`src/sv/pte_pkg.sv`:
```
`timescale 1ns / 1ps
// ----------------------------------------------------------------------------
// pte_pkg
// Shared types and register codes for the polyline tangent estimator.
// ----------------------------------------------------------------------------
package pte_pkg;

    typedef enum logic [1:0] {
        OP_MUL  = 2'd0,
        OP_DIV  = 2'd1,
        OP_SQRT = 2'd2
    } t_op;

    typedef struct packed {
        logic start;
        t_op  op;
    } t_cmd;

    typedef struct packed {
        logic busy;
        logic done;
    } t_stat;

    localparam logic REG_LAST_LEN = 1'b0;
    localparam logic REG_ZERO_TOL = 1'b1;

    localparam int UNIT_SHIFT = 30;

endpackage

```
`src/sv/pte_if.sv`:
```
`timescale 1ns / 1ps
// ----------------------------------------------------------------------------
// pte_if
// Point and tangent stream channels with valid/ready handshake.
// ----------------------------------------------------------------------------
interface pte_pt_if #(parameter int CW = 32);
    logic          valid;
    logic          ready;
    logic signed [CW-1:0] point_x;
    logic signed [CW-1:0] point_y;
    logic signed [CW-1:0] point_z;
    logic          final_point;

    modport source (output valid, point_x, point_y, point_z, final_point, input ready);
    modport sink   (input valid, point_x, point_y, point_z, final_point, output ready);
endinterface

interface pte_tan_if #(parameter int CW = 32);
    logic          valid;
    logic          ready;
    logic signed [CW-1:0] tangent_x;
    logic signed [CW-1:0] tangent_y;
    logic signed [CW-1:0] tangent_z;
    logic          run_end;

    modport source (output valid, tangent_x, tangent_y, tangent_z, run_end, input ready);
    modport sink   (input valid, tangent_x, tangent_y, tangent_z, run_end, output ready);
endinterface

```
`src/sv/polyline_tangent_estimator.sv`:
```
`timescale 1ns / 1ps
// ----------------------------------------------------------------------------
// polyline_tangent_estimator
// One point per beat in, one tangent per point out, one point late.
// A segment normalizes one vector; a middle point normalizes two (its
// segment and the summed directions); a final point adds a second beat.
// All arithmetic runs on the single iterative unit (32-step multiply,
// 64-step divide, 32-step root); a new point is taken only in idle.
// Reset: synchronous, active low; clears the run state and output valid, restores the register defaults.
// ----------------------------------------------------------------------------
module polyline_tangent_estimator #(
    parameter int COORD_WIDTH = 32,
    parameter int FRAC_BITS   = 16
) (
    input  logic        i_clk,
    input  logic        i_rst_n,
    pte_pt_if.sink      i_pts,
    pte_tan_if.source   o_tan,
    input  logic        psel,
    input  logic        penable,
    input  logic        pwrite,
    input  logic [2:0]  paddr,
    input  logic [31:0] pwdata,
    output logic [31:0] prdata,
    output logic        pready
);

    localparam int CW   = COORD_WIDTH;
    localparam int MW   = (CW > 32) ? CW : 32;
    localparam int VW   = MW + 1;
    localparam int LW   = MW;
    localparam int DSTW = MW + 1;
    localparam int AW   = (LW + 31 > 64) ? LW + 31 : 64;
    localparam int PW   = AW - 30;
    localparam int TOL0 = FRAC_BITS;
    localparam int TOL1 = 60 - FRAC_BITS;

    localparam logic [MW-1:0] TWO31 = MW'(64'd2147483648);
    localparam logic [MW-1:0] TWO30 = MW'(64'd1073741824);
    localparam logic [MW-1:0] TWO29 = MW'(64'd536870912);
    localparam logic [AW-1:0] RND   = AW'(1) << 29;
    localparam logic [PW-1:0] MAXP  = (PW'(1) << (CW - 1)) - PW'(1);
    localparam logic [PW-1:0] MINP  = PW'(1) << (CW - 1);

    localparam logic [1:0] PS_EMPTY  = 2'd0;
    localparam logic [1:0] PS_FIRST  = 2'd1;
    localparam logic [1:0] PS_MIDDLE = 2'd2;

    typedef enum logic [11:0] {
        S_IDLE  = 12'b0000_0000_0001,
        S_PREP  = 12'b0000_0000_0010,
        S_SQT   = 12'b0000_0000_0100,
        S_TOL   = 12'b0000_0000_1000,
        S_SCALE = 12'b0000_0001_0000,
        S_SQ    = 12'b0000_0010_0000,
        S_ROOT  = 12'b0000_0100_0000,
        S_DIST  = 12'b0000_1000_0000,
        S_DIV   = 12'b0001_0000_0000,
        S_NORM  = 12'b0010_0000_0000,
        S_EMIT  = 12'b0100_0000_0000,
        S_OUT   = 12'b1000_0000_0000
    } t_state;

    t_state                r_state;
    logic [1:0]            r_ps;
    logic                  r_fin;
    logic                  r_endf;
    logic                  r_pass;
    logic [1:0]            r_idx;
    logic                  r_go;
    logic                  r_tiny;
    logic [5:0]            r_l;
    logic [5:0]            r_r;
    logic signed [CW-1:0]  r_p    [3];
    logic signed [CW-1:0]  r_held [3];
    logic signed [31:0]    r_inc  [3];
    logic signed [31:0]    r_o    [3];
    logic signed [31:0]    r_unit [3];
    logic signed [VW-1:0]  r_vec  [3];
    logic [MW-1:0]         r_m    [3];
    logic [MW-1:0]         r_mx;
    logic [AW-1:0]         r_sq;
    logic [31:0]           r_len;
    logic [DSTW-1:0]       r_dist;
    logic [LW-1:0]         r_tlen;
    logic [CW-1:0]         r_tan  [3];
    logic                  r_ov;
    logic [CW-1:0]         r_ox;
    logic [CW-1:0]         r_oy;
    logic [CW-1:0]         r_oz;
    logic                  r_oend;
    logic [30:0]           r_lastlen;
    logic [15:0]           r_ztol;

    pte_pkg::t_cmd  w_cmd;
    pte_pkg::t_stat w_stat;
    logic [AW-1:0]  w_opa;
    logic [AW-1:0]  w_opb;
    logic [AW-1:0]  w_res;
    logic [MW-1:0]  w_m [3];
    logic [MW-1:0]  w_mx;
    logic           w_tiny;
    logic [DSTW-1:0] w_dist;
    logic [31:0]    w_q;
    logic [31:0]    w_um;
    logic [PW-1:0]  w_p;
    logic [CW-1:0]  w_tan;
    logic           w_cfg_wr;

    pte_iter #(.W(AW)) u_iter (
        .i_clk   (i_clk),
        .i_rst_n (i_rst_n),
        .i_cmd   (w_cmd),
        .i_opa   (w_opa),
        .i_opb   (w_opb),
        .o_stat  (w_stat),
        .o_res   (w_res)
    );

    always_comb begin
        logic [VW-1:0] neg;
        w_mx = '0;
        for (int i = 0; i < 3; i++) begin
            neg    = -r_vec[i];
            w_m[i] = r_vec[i][VW-1] ? neg[MW-1:0] : r_vec[i][MW-1:0];
            if (w_m[i] > w_mx) begin
                w_mx = w_m[i];
            end
        end
    end

    always_comb begin
        logic [AW-1:0]   sh;
        logic [DSTW-1:0] lenx;
        sh     = r_pass ? (r_sq >> TOL1) : (r_sq >> TOL0);
        w_tiny = (sh < AW'(r_ztol));
        lenx   = DSTW'(r_len);
        w_dist = (r_l != 6'd0) ? (lenx >> r_l) : (lenx << r_r);
    end

    always_comb begin
        logic [PW-1:0] pc;
        w_q  = w_res[31:0];
        w_um = r_unit[r_idx][31] ? (32'd0 - 32'(r_unit[r_idx])) : 32'(r_unit[r_idx]);
        w_p  = PW'((w_res + RND) >> 30);
        if (r_unit[r_idx][31]) begin
            pc    = (w_p > MINP) ? MINP : w_p;
            w_tan = CW'(~pc + PW'(1));
        end else begin
            pc    = (w_p > MAXP) ? MAXP : w_p;
            w_tan = pc[CW-1:0];
        end
    end

    always_comb begin
        w_cmd.op = pte_pkg::OP_MUL;
        w_opa    = AW'(r_m[r_idx]);
        w_opb    = AW'(r_m[r_idx]);
        case (r_state)
            S_ROOT: begin
                w_cmd.op = pte_pkg::OP_SQRT;
                w_opa    = r_sq;
            end
            S_DIV: begin
                w_cmd.op = pte_pkg::OP_DIV;
                w_opa    = (AW'(r_m[r_idx]) << pte_pkg::UNIT_SHIFT) + AW'(r_len >> 1);
                w_opb    = AW'(r_len);
            end
            S_EMIT: begin
                w_opa = AW'(w_um);
                w_opb = AW'(r_tlen);
            end
            default: begin
                w_cmd.op = pte_pkg::OP_MUL;
            end
        endcase
        w_cmd.start = !r_go && (r_state == S_SQT || r_state == S_SQ || r_state == S_ROOT ||
                                r_state == S_DIV || r_state == S_EMIT);
    end

    assign w_cfg_wr = psel && penable && pwrite && pready;
    assign pready   = 1'b1;
    assign prdata   = (paddr[2] == pte_pkg::REG_ZERO_TOL) ? 32'(r_ztol) : 32'(r_lastlen);

    assign i_pts.ready     = (r_state == S_IDLE);
    assign o_tan.valid     = r_ov;
    assign o_tan.tangent_x = r_ox;
    assign o_tan.tangent_y = r_oy;
    assign o_tan.tangent_z = r_oz;
    assign o_tan.run_end   = r_oend;

    always_ff @(posedge i_clk) begin
        if (!i_rst_n) begin
            r_state   <= S_IDLE;
            r_ps      <= PS_EMPTY;
            r_ov      <= 1'b0;
            r_go      <= 1'b0;
            r_lastlen <= 31'd6553600;
            r_ztol    <= 16'd1;
        end else begin
            if (w_cfg_wr) begin
                case (paddr[2])
                    pte_pkg::REG_LAST_LEN: r_lastlen <= pwdata[30:0];
                    pte_pkg::REG_ZERO_TOL: r_ztol    <= pwdata[15:0];
                    default: r_ztol <= r_ztol;
                endcase
            end
            if (o_tan.valid && o_tan.ready) begin
                r_ov <= 1'b0;
            end
            if (w_cmd.start) begin
                r_go <= 1'b1;
            end
            if (w_stat.done) begin
                r_go <= 1'b0;
            end
            case (r_state)
                S_IDLE: begin
                    if (i_pts.valid) begin
                        r_p[0] <= i_pts.point_x;
                        r_p[1] <= i_pts.point_y;
                        r_p[2] <= i_pts.point_z;
                        r_fin  <= i_pts.final_point;
                        r_endf <= 1'b0;
                        r_pass <= 1'b0;
                        if (r_ps == PS_EMPTY) begin
                            if (i_pts.final_point) begin
                                for (int i = 0; i < 3; i++) r_tan[i] <= '0;
                                r_endf  <= 1'b1;
                                r_state <= S_OUT;
                            end else begin
                                r_held[0] <= i_pts.point_x;
                                r_held[1] <= i_pts.point_y;
                                r_held[2] <= i_pts.point_z;
                                r_ps      <= PS_FIRST;
                            end
                        end else begin
                            r_vec[0] <= VW'(i_pts.point_x) - VW'(r_held[0]);
                            r_vec[1] <= VW'(i_pts.point_y) - VW'(r_held[1]);
                            r_vec[2] <= VW'(i_pts.point_z) - VW'(r_held[2]);
                            r_state  <= S_PREP;
                        end
                    end
                end
                S_PREP: begin
                    r_l    <= '0;
                    r_r    <= '0;
                    r_tiny <= 1'b0;
                    r_sq   <= '0;
                    r_idx  <= '0;
                    if (w_mx == '0) begin
                        for (int i = 0; i < 3; i++) r_unit[i] <= '0;
                        r_dist  <= '0;
                        r_state <= S_NORM;
                    end else begin
                        for (int i = 0; i < 3; i++) r_m[i] <= w_m[i];
                        r_mx    <= w_mx;
                        r_state <= (w_mx <= TWO31) ? S_SQT : S_SCALE;
                    end
                end
                S_SQT: begin
                    if (w_stat.done) begin
                        r_sq <= r_sq + w_res;
                        if (r_idx == 2'd2) begin
                            r_idx   <= '0;
                            r_state <= S_TOL;
                        end else begin
                            r_idx <= r_idx + 2'd1;
                        end
                    end
                end
                S_TOL: begin
                    r_tiny  <= w_tiny;
                    r_sq    <= '0;
                    r_state <= S_SCALE;
                end
                S_SCALE: begin
                    if (r_mx >= TWO30) begin
                        r_mx <= r_mx >> 1;
                        for (int i = 0; i < 3; i++) r_m[i] <= r_m[i] >> 1;
                        r_r  <= r_r + 6'd1;
                    end else if (r_mx < TWO29) begin
                        r_mx <= r_mx << 1;
                        for (int i = 0; i < 3; i++) r_m[i] <= r_m[i] << 1;
                        r_l  <= r_l + 6'd1;
                    end else begin
                        r_idx   <= '0;
                        r_sq    <= '0;
                        r_state <= S_SQ;
                    end
                end
                S_SQ: begin
                    if (w_stat.done) begin
                        r_sq <= r_sq + w_res;
                        if (r_idx == 2'd2) begin
                            r_idx   <= '0;
                            r_state <= S_ROOT;
                        end else begin
                            r_idx <= r_idx + 2'd1;
                        end
                    end
                end
                S_ROOT: begin
                    if (w_stat.done) begin
                        r_len   <= w_res[31:0];
                        r_state <= S_DIST;
                    end
                end
                S_DIST: begin
                    r_dist <= w_dist;
                    r_idx  <= '0;
                    if (r_tiny) begin
                        for (int i = 0; i < 3; i++) r_unit[i] <= '0;
                        r_state <= S_NORM;
                    end else begin
                        r_state <= S_DIV;
                    end
                end
                S_DIV: begin
                    if (w_stat.done) begin
                        r_unit[r_idx] <= r_vec[r_idx][VW-1] ? $signed(32'd0 - w_q) : $signed(w_q);
                        if (r_idx == 2'd2) begin
                            r_idx   <= '0;
                            r_state <= S_NORM;
                        end else begin
                            r_idx <= r_idx + 2'd1;
                        end
                    end
                end
                S_NORM: begin
                    r_idx <= '0;
                    if (!r_pass) begin
                        for (int i = 0; i < 3; i++) r_o[i] <= r_unit[i];
                        r_tlen <= LW'(r_dist >> 1);
                        if (r_ps == PS_FIRST) begin
                            r_state <= S_EMIT;
                        end else begin
                            for (int i = 0; i < 3; i++) begin
                                r_vec[i] <= VW'(r_inc[i]) + VW'(r_unit[i]);
                            end
                            r_pass  <= 1'b1;
                            r_state <= S_PREP;
                        end
                    end else begin
                        r_state <= S_EMIT;
                    end
                end
                S_EMIT: begin
                    if (w_stat.done) begin
                        r_tan[r_idx] <= w_tan;
                        if (r_idx == 2'd2) begin
                            r_idx   <= '0;
                            r_state <= S_OUT;
                        end else begin
                            r_idx <= r_idx + 2'd1;
                        end
                    end
                end
                S_OUT: begin
                    if (!r_ov || o_tan.ready) begin
                        r_ov   <= 1'b1;
                        r_ox   <= r_tan[0];
                        r_oy   <= r_tan[1];
                        r_oz   <= r_tan[2];
                        r_oend <= r_endf;
                        if (r_endf) begin
                            r_ps    <= PS_EMPTY;
                            r_state <= S_IDLE;
                        end else if (r_fin) begin
                            for (int i = 0; i < 3; i++) r_unit[i] <= r_o[i];
                            r_tlen  <= LW'(r_lastlen);
                            r_endf  <= 1'b1;
                            r_idx   <= '0;
                            r_state <= S_EMIT;
                        end else begin
                            for (int i = 0; i < 3; i++) begin
                                r_inc[i]  <= r_o[i];
                                r_held[i] <= r_p[i];
                            end
                            r_ps    <= PS_MIDDLE;
                            r_state <= S_IDLE;
                        end
                    end
                end
                default: begin
                    r_state <= S_IDLE;
                end
            endcase
        end
    end

endmodule

```
`src/sv/pte_iter.sv`:
```
`timescale 1ns / 1ps
// ----------------------------------------------------------------------------
// pte_iter
// Shared iterative unit: shift-add multiply, restoring divide, integer root.
// ----------------------------------------------------------------------------
module pte_iter #(
    parameter int W = 64
) (
    input  logic           i_clk,
    input  logic           i_rst_n,
    input  pte_pkg::t_cmd  i_cmd,
    input  logic [W-1:0]   i_opa,
    input  logic [W-1:0]   i_opb,
    output pte_pkg::t_stat o_stat,
    output logic [W-1:0]   o_res
);

    localparam int CNTW = $clog2(W + 1);

    logic [W-1:0]    r_acc;
    logic [W-1:0]    r_a;
    logic [W-1:0]    r_b;
    logic [CNTW-1:0] r_cnt;
    pte_pkg::t_op    r_op;
    logic            r_busy;
    logic            r_done;

    logic [W-1:0] w_t;
    logic         w_ge;
    logic [W-1:0] w_sum;
    logic         w_sge;

    assign w_t   = {r_acc[W-2:0], r_a[W-1]};
    assign w_ge  = (w_t >= r_b);
    assign w_sum = r_b + r_a;
    assign w_sge = (r_acc >= w_sum);

    always_ff @(posedge i_clk) begin
        if (!i_rst_n) begin
            r_busy <= 1'b0;
            r_done <= 1'b0;
        end else begin
            r_done <= 1'b0;
            if (i_cmd.start && !r_busy) begin
                r_op   <= i_cmd.op;
                r_busy <= 1'b1;
                case (i_cmd.op)
                    pte_pkg::OP_MUL: begin
                        r_acc <= '0;
                        r_a   <= i_opa;
                        r_b   <= i_opb;
                        r_cnt <= CNTW'(32);
                    end
                    pte_pkg::OP_DIV: begin
                        r_acc <= '0;
                        r_a   <= i_opa;
                        r_b   <= i_opb;
                        r_cnt <= CNTW'(W);
                    end
                    default: begin
                        r_acc <= i_opa;
                        r_a   <= W'(1) << 62;
                        r_b   <= '0;
                        r_cnt <= CNTW'(32);
                    end
                endcase
            end else if (r_busy) begin
                case (r_op)
                    pte_pkg::OP_MUL: begin
                        r_acc <= (r_acc << 1) + (r_a[31] ? r_b : '0);
                        r_a   <= r_a << 1;
                    end
                    pte_pkg::OP_DIV: begin
                        r_acc <= w_ge ? (w_t - r_b) : w_t;
                        r_a   <= {r_a[W-2:0], w_ge};
                    end
                    default: begin
                        if (w_sge) begin
                            r_acc <= r_acc - w_sum;
                            r_b   <= (r_b >> 1) + r_a;
                        end else begin
                            r_b   <= r_b >> 1;
                        end
                        r_a <= r_a >> 2;
                    end
                endcase
                r_cnt <= r_cnt - CNTW'(1);
                if (r_cnt == CNTW'(1)) begin
                    r_busy <= 1'b0;
                    r_done <= 1'b1;
                end
            end
        end
    end

    always_comb begin
        case (r_op)
            pte_pkg::OP_MUL: o_res = r_acc;
            pte_pkg::OP_DIV: o_res = r_a;
            default:         o_res = r_b;
        endcase
    end

    assign o_stat.busy = r_busy;
    assign o_stat.done = r_done;

endmodule

```
`src/flat_wrapper.sv`:
```
// flat-port wrapper written by rule: the top's interface ports become plain ports
module polyline_tangent_estimator_flat 
#(
    parameter int COORD_WIDTH = 32,
    parameter int FRAC_BITS   = 16
)
  (i_clk, i_rst_n, psel, penable, pwrite, paddr, pwdata, prdata, pready, i_pts_valid, i_pts_point_x, i_pts_point_y, i_pts_point_z, i_pts_final_point, i_pts_ready, o_tan_valid, o_tan_tangent_x, o_tan_tangent_y, o_tan_tangent_z, o_tan_run_end, o_tan_ready);
  pte_pt_if #(.CW(32)) i_pts_i ();
  pte_tan_if #(.CW(32)) o_tan_i ();
  input  logic i_clk;
  input  logic i_rst_n;
  input  logic psel;
  input  logic penable;
  input  logic pwrite;
  input  logic [2:0] paddr;
  input  logic [31:0] pwdata;
  output logic [31:0] prdata;
  output logic pready;
  input wire logic [$bits(i_pts_i.valid)-1:0] i_pts_valid;
  input wire logic [$bits(i_pts_i.point_x)-1:0] i_pts_point_x;
  input wire logic [$bits(i_pts_i.point_y)-1:0] i_pts_point_y;
  input wire logic [$bits(i_pts_i.point_z)-1:0] i_pts_point_z;
  input wire logic [$bits(i_pts_i.final_point)-1:0] i_pts_final_point;
  output wire logic [$bits(i_pts_i.ready)-1:0] i_pts_ready;
  output wire logic [$bits(o_tan_i.valid)-1:0] o_tan_valid;
  output wire logic [$bits(o_tan_i.tangent_x)-1:0] o_tan_tangent_x;
  output wire logic [$bits(o_tan_i.tangent_y)-1:0] o_tan_tangent_y;
  output wire logic [$bits(o_tan_i.tangent_z)-1:0] o_tan_tangent_z;
  output wire logic [$bits(o_tan_i.run_end)-1:0] o_tan_run_end;
  input wire logic [$bits(o_tan_i.ready)-1:0] o_tan_ready;
  assign i_pts_i.valid = i_pts_valid;
  assign i_pts_i.point_x = i_pts_point_x;
  assign i_pts_i.point_y = i_pts_point_y;
  assign i_pts_i.point_z = i_pts_point_z;
  assign i_pts_i.final_point = i_pts_final_point;
  assign i_pts_ready = i_pts_i.ready;
  assign o_tan_valid = o_tan_i.valid;
  assign o_tan_tangent_x = o_tan_i.tangent_x;
  assign o_tan_tangent_y = o_tan_i.tangent_y;
  assign o_tan_tangent_z = o_tan_i.tangent_z;
  assign o_tan_run_end = o_tan_i.run_end;
  assign o_tan_i.ready = o_tan_ready;
  polyline_tangent_estimator #(.COORD_WIDTH(COORD_WIDTH), .FRAC_BITS(FRAC_BITS)) u_core (.i_clk(i_clk), .i_rst_n(i_rst_n), .i_pts(i_pts_i), .o_tan(o_tan_i), .psel(psel), .penable(penable), .pwrite(pwrite), .paddr(paddr), .pwdata(pwdata), .prdata(prdata), .pready(pready));
endmodule
```
`config.mk`:
```
export PLATFORM = sky130hd
export DESIGN_NAME = polyline_tangent_estimator_flat
export DESIGN_NICKNAME = d
export VERILOG_FILES = /design/src/sv/pte_pkg.sv /design/src/sv/pte_if.sv /design/src/sv/polyline_tangent_estimator.sv /design/src/sv/pte_iter.sv /design/src/flat_wrapper.sv
export SDC_FILE = /design/constraint.sdc
export NUM_CORES = 2
export LEC_CHECK = 0
export BUFFER_PORTS_ARGS = -buffer_cell sky130_fd_sc_hd__buf_2
export CAP_MARGIN = 20
export CORE_MARGIN = 4
export CORE_UTILIZATION = 36
export CTS_CLUSTER_DIAMETER = 60
export DETAILED_ROUTE_END_ITERATION = 8
export SYNTH_ARGS = -nofsm -noshare
export SYNTH_HDL_FRONTEND = slang
export SYNTH_SLANG_ARGS = --single-unit
```
`constraint.sdc`:
```
create_clock -name i_clk -period 10.7 [get_ports i_clk]
set_clock_uncertainty 0.05 [all_clocks]
set_input_delay 1.07 -clock i_clk [delete_from_list [all_inputs] [get_ports i_clk]]
set_output_delay 1.07 -clock i_clk [all_outputs]
set_load 0.005 [all_outputs]
```
==> flow_summary_export.csv <==
group,metric,value,unit
clock_network,post-cts-setup-buffers,0,
floorplan,io_pins,271,
clock_network,cts_buffers,172,
critical_path,crit_required,11.17,ns
sta,max_slew_margin,17.2,%
sta,hold_viol,0,
clock_network,post_cts_resized,0,
floorplan,start_util,36.3,%
cells_and_area,final_cell_mix,"edfxtp_1, nand2_1, a21oi_1, nor2_1, o21ai_0",
synthesis,synth_nets,11542,
clock_network,clk_path_buf_depth,4,
synthesis,syn-cell-area,101000,µm²
critical_path,worstSetupEndpointType,"flop",
floorplan,coreArea,277000,µm²
power,p_per_area,121,nW/µm²
clock_network,cts_hold_buf,0,
synthesis,yosysSeqAreaShare,40.4,%
place,dp_hpwl,303,mm
sta,setup_tns,0,ns
route,drt-initial-drc-count,10514,
synthesis,ys.flop_type,"edfxtp_1",
min_path,hold_depth,0,
route,dr.pass1.iters,8,
critical_path,slowest_delay,0.63,ns
clock_network,clock_sinks,1378,
cells_and_area,synthToLayoutAreaGrowth,11.3,%
grt,overflow,0,
critical_path,crit_slowest_cell,"xor2_1",
critical_path,cp.depth,36,
cells_and_area,drive_above_1_share,9.84,%
route,finalWirelength,385,mm
sta,period_share,91.9,%
route,vias_per_cell,5.97,
route,vias,87930,
grt,grt_usage,25.7,%
place,gp_congestion,1.01,
critical_path,start_kind,"flop",
clock_network,clkTransAtPathRegs,0.06,ns
power,clockPowerShare,42.3,%
floorplan,die_x,537,µm
grt,antenna_found_initial,19,
cells_and_area,layout_commonest_cell,"edfxtp_1",
sta,fin_crit,9.83,ns
critical_path,path_buf_inv,5,
sta,worstMarginPinSlew,1.23,ns
synthesis,yosys_warnings,0,
critical_path,crit_fanout,32,
min_path,hold_class,"reg2reg",
power,p_int,9.94,mW
sta,slew_violations,0,
power,seq_power_share,45.7,%
sta,rsz0062_at_grt,"false",
place,portBuffers,265,
sta,setup_viol,0,
route,drc_errors,0,
synthesis,synth_edf_count,1311,
cells_and_area,final_util,40.4,%
grt,grt_max_degree,161,
cells_and_area,seqCellArea,40700,µm²
synthesis,synth.distinct_cells,93,
cells_and_area,final_net_count,11690,
synthesis,synth-seq-cells,1378,
cells_and_area,fillers,27143,
synthesis,synthCells,10726,
power,p_comb_share,12.0,%
floorplan,die_area,288000,µm²
power,p_sw,3.58,mW
run,drv_cap,0,
critical_path,r2r_cells,36,
floorplan,num_rows,193,
synthesis,async_reset_ff_share,0,%
critical_path,cpLargestDelayFamily,"simple AND/OR/NAND/NOR gates",
status,status,"finished, final reports clean",
clock_network,htree_levels,4,
grt,grt_pass1_wl,554,mm
power,leakage,42.9,nW
cells_and_area,multi_input_area,56600,µm²
route,wl_per_cell,26.2,µm
floorplan,die_y,537,µm
clock_network,cts_tree,"done",
clock_network,clockRootBuffer,"clkbuf_16",
power,p_sw_share,26.5,%
critical_path,crit_type,"reg2reg",
power,vdd_drop_max,127,µV
clock_network,insertion_delay,0.88,ns
sta,fmax,102,MHz
synthesis,avgSynthCellArea,9.39,µm²
route,ant_nets,0,
critical_path,worstPathArrival,10.31,ns
grt,grt_pass1_vias,81580,
[routing by layer]
metal	routed length, µm	vias up	track usage, %
li1	-	40118	-
met1	163000	42627	36.4
met2	161000	4529	38.0
met3	40200	646	4.96
met4	20200	10	11.0
met5	69	-	0
[state kept, by name, summed over array words and instances (netlist names), 31 cells and up, named ones only]
signal and count:
o_tan_tangent_x 32, o_tan_tangent_y 32, o_tan_tangent_z 32, u_core.r_dist 32, u_core.r_held 96, u_core.r_inc 96, u_core.r_lastlen 31, u_core.r_len 32
u_core.r_m 96, u_core.r_mx 32, u_core.r_o 96, u_core.r_p 96, u_core.r_sq 64, u_core.r_tan 96, u_core.r_tlen 32, u_core.r_unit 128
u_core.r_vec 99, u_core.u_iter.r_a 64, u_core.u_iter.r_acc 64, u_core.u_iter.r_b 64
[per-stage QoR]
step	std cells	power (mW)	setup slack (ns)	hold slack, ns	instance area [µm²]
2_1_floorplan	10726	7.26	0.650	0.350	101000
3_3_place_gp	14400	7.87	0.999	0.352	107000
3_5_place_dp	14404	7.90	1.01	0.355	107000
4_1_cts	14704	13.6	1.01	0.325	112000
5_1_grt	14710	14.0	0.473	0.344	112000
6_report	14718	13.5	0.866	0.361	112000
[cells by family after synthesis]
logic type / synth area share [%]
AO/OA/AOI/OAI: 19.9
XOR/XNOR: 6.28
adder cells (fa/ha/maj): 8.50
buffers and inverters: 3.60
flip-flops: 40.4
multiplexers: 6.25
other: 0.00746
AND/OR/NAND/NOR: 15.1
[power groups by stage]
stage               Clock (mW)  Sequential, mW  Combinational, mW
global placement             0            6.29               1.58
global route              6.03            6.20               1.75
floorplan                    0            6.26               1.00
finish                    5.72            6.19               1.62
detailed placement           0            6.30               1.60
CTS                       5.81            6.19               1.60
[final timing paths]
| path | slack (ns) | end | start |
|---|---|---|---|
| max | 0.87 | u_core.r_unit[1][21]$_DFFE_PP_ | u_core.r_vec[0][0]$_DFFE_PP_ |
| max reg2reg | 0.87 | u_core.r_unit[1][21]$_DFFE_PP_ | u_core.r_vec[0][0]$_DFFE_PP_ |
| min | 0.36 | o_tan_tangent_y[23]$_DFFE_PP_ | u_core.r_tan[1][23]$_SDFFCE_PN0P_ |
| min reg2reg | 0.36 | o_tan_tangent_y[23]$_DFFE_PP_ | u_core.r_tan[1][23]$_SDFFCE_PN0P_ |
[synthesized netlist by cell type (all sizes together) (105+ instances only)]
cell type | n | area (µm²)
a211oi | 125 | 943
a21o | 335 | 2510
a21oi | 886 | 4430
and2 | 116 | 726
clkbuf | 416 | 1570
edfxtp | 1311 | 39400
ha | 665 | 8320
inv | 456 | 1710
mux2 | 164 | 1850
mux2i | 293 | 2930
nand2 | 1166 | 4380
nand3 | 202 | 1010
nand4 | 105 | 663
nor2 | 872 | 3270
nor2b | 130 | 813
nor3 | 182 | 911
o21a | 117 | 878
o21ai | 866 | 4330
xnor2 | 409 | 3580
xor2 | 313 | 2740
[cell type report]
| class | count | share of cell area (%) |
|---|---|---|
| Multi-Input combinational cell | 8396 | 50.5 |
| Sequential cell | 1378 | 36.3 |
| Tap cell | 3705 | 4.14 |
| Clock buffer | 197 | 3.94 |
| Timing Repair Buffer | 469 | 2.60 |
| Inverter | 457 | 1.54 |
| Clock inverter | 103 | 0.891 |
| Antenna cell | 13 | 0.0290 |
[worst register-to-register path: cells and delay by family, from the launching register on]
kind	cells	cell delay, ns
buf+inv	5	1.13
xor+xnor	1	0.63
simple gates	16	4.28
compound gates	10	1.80
flops	1	0.47
fa+ha+maj	3	0.83
mux	1	0.35
No activity file was read; power rests on OpenSTA's default activity.
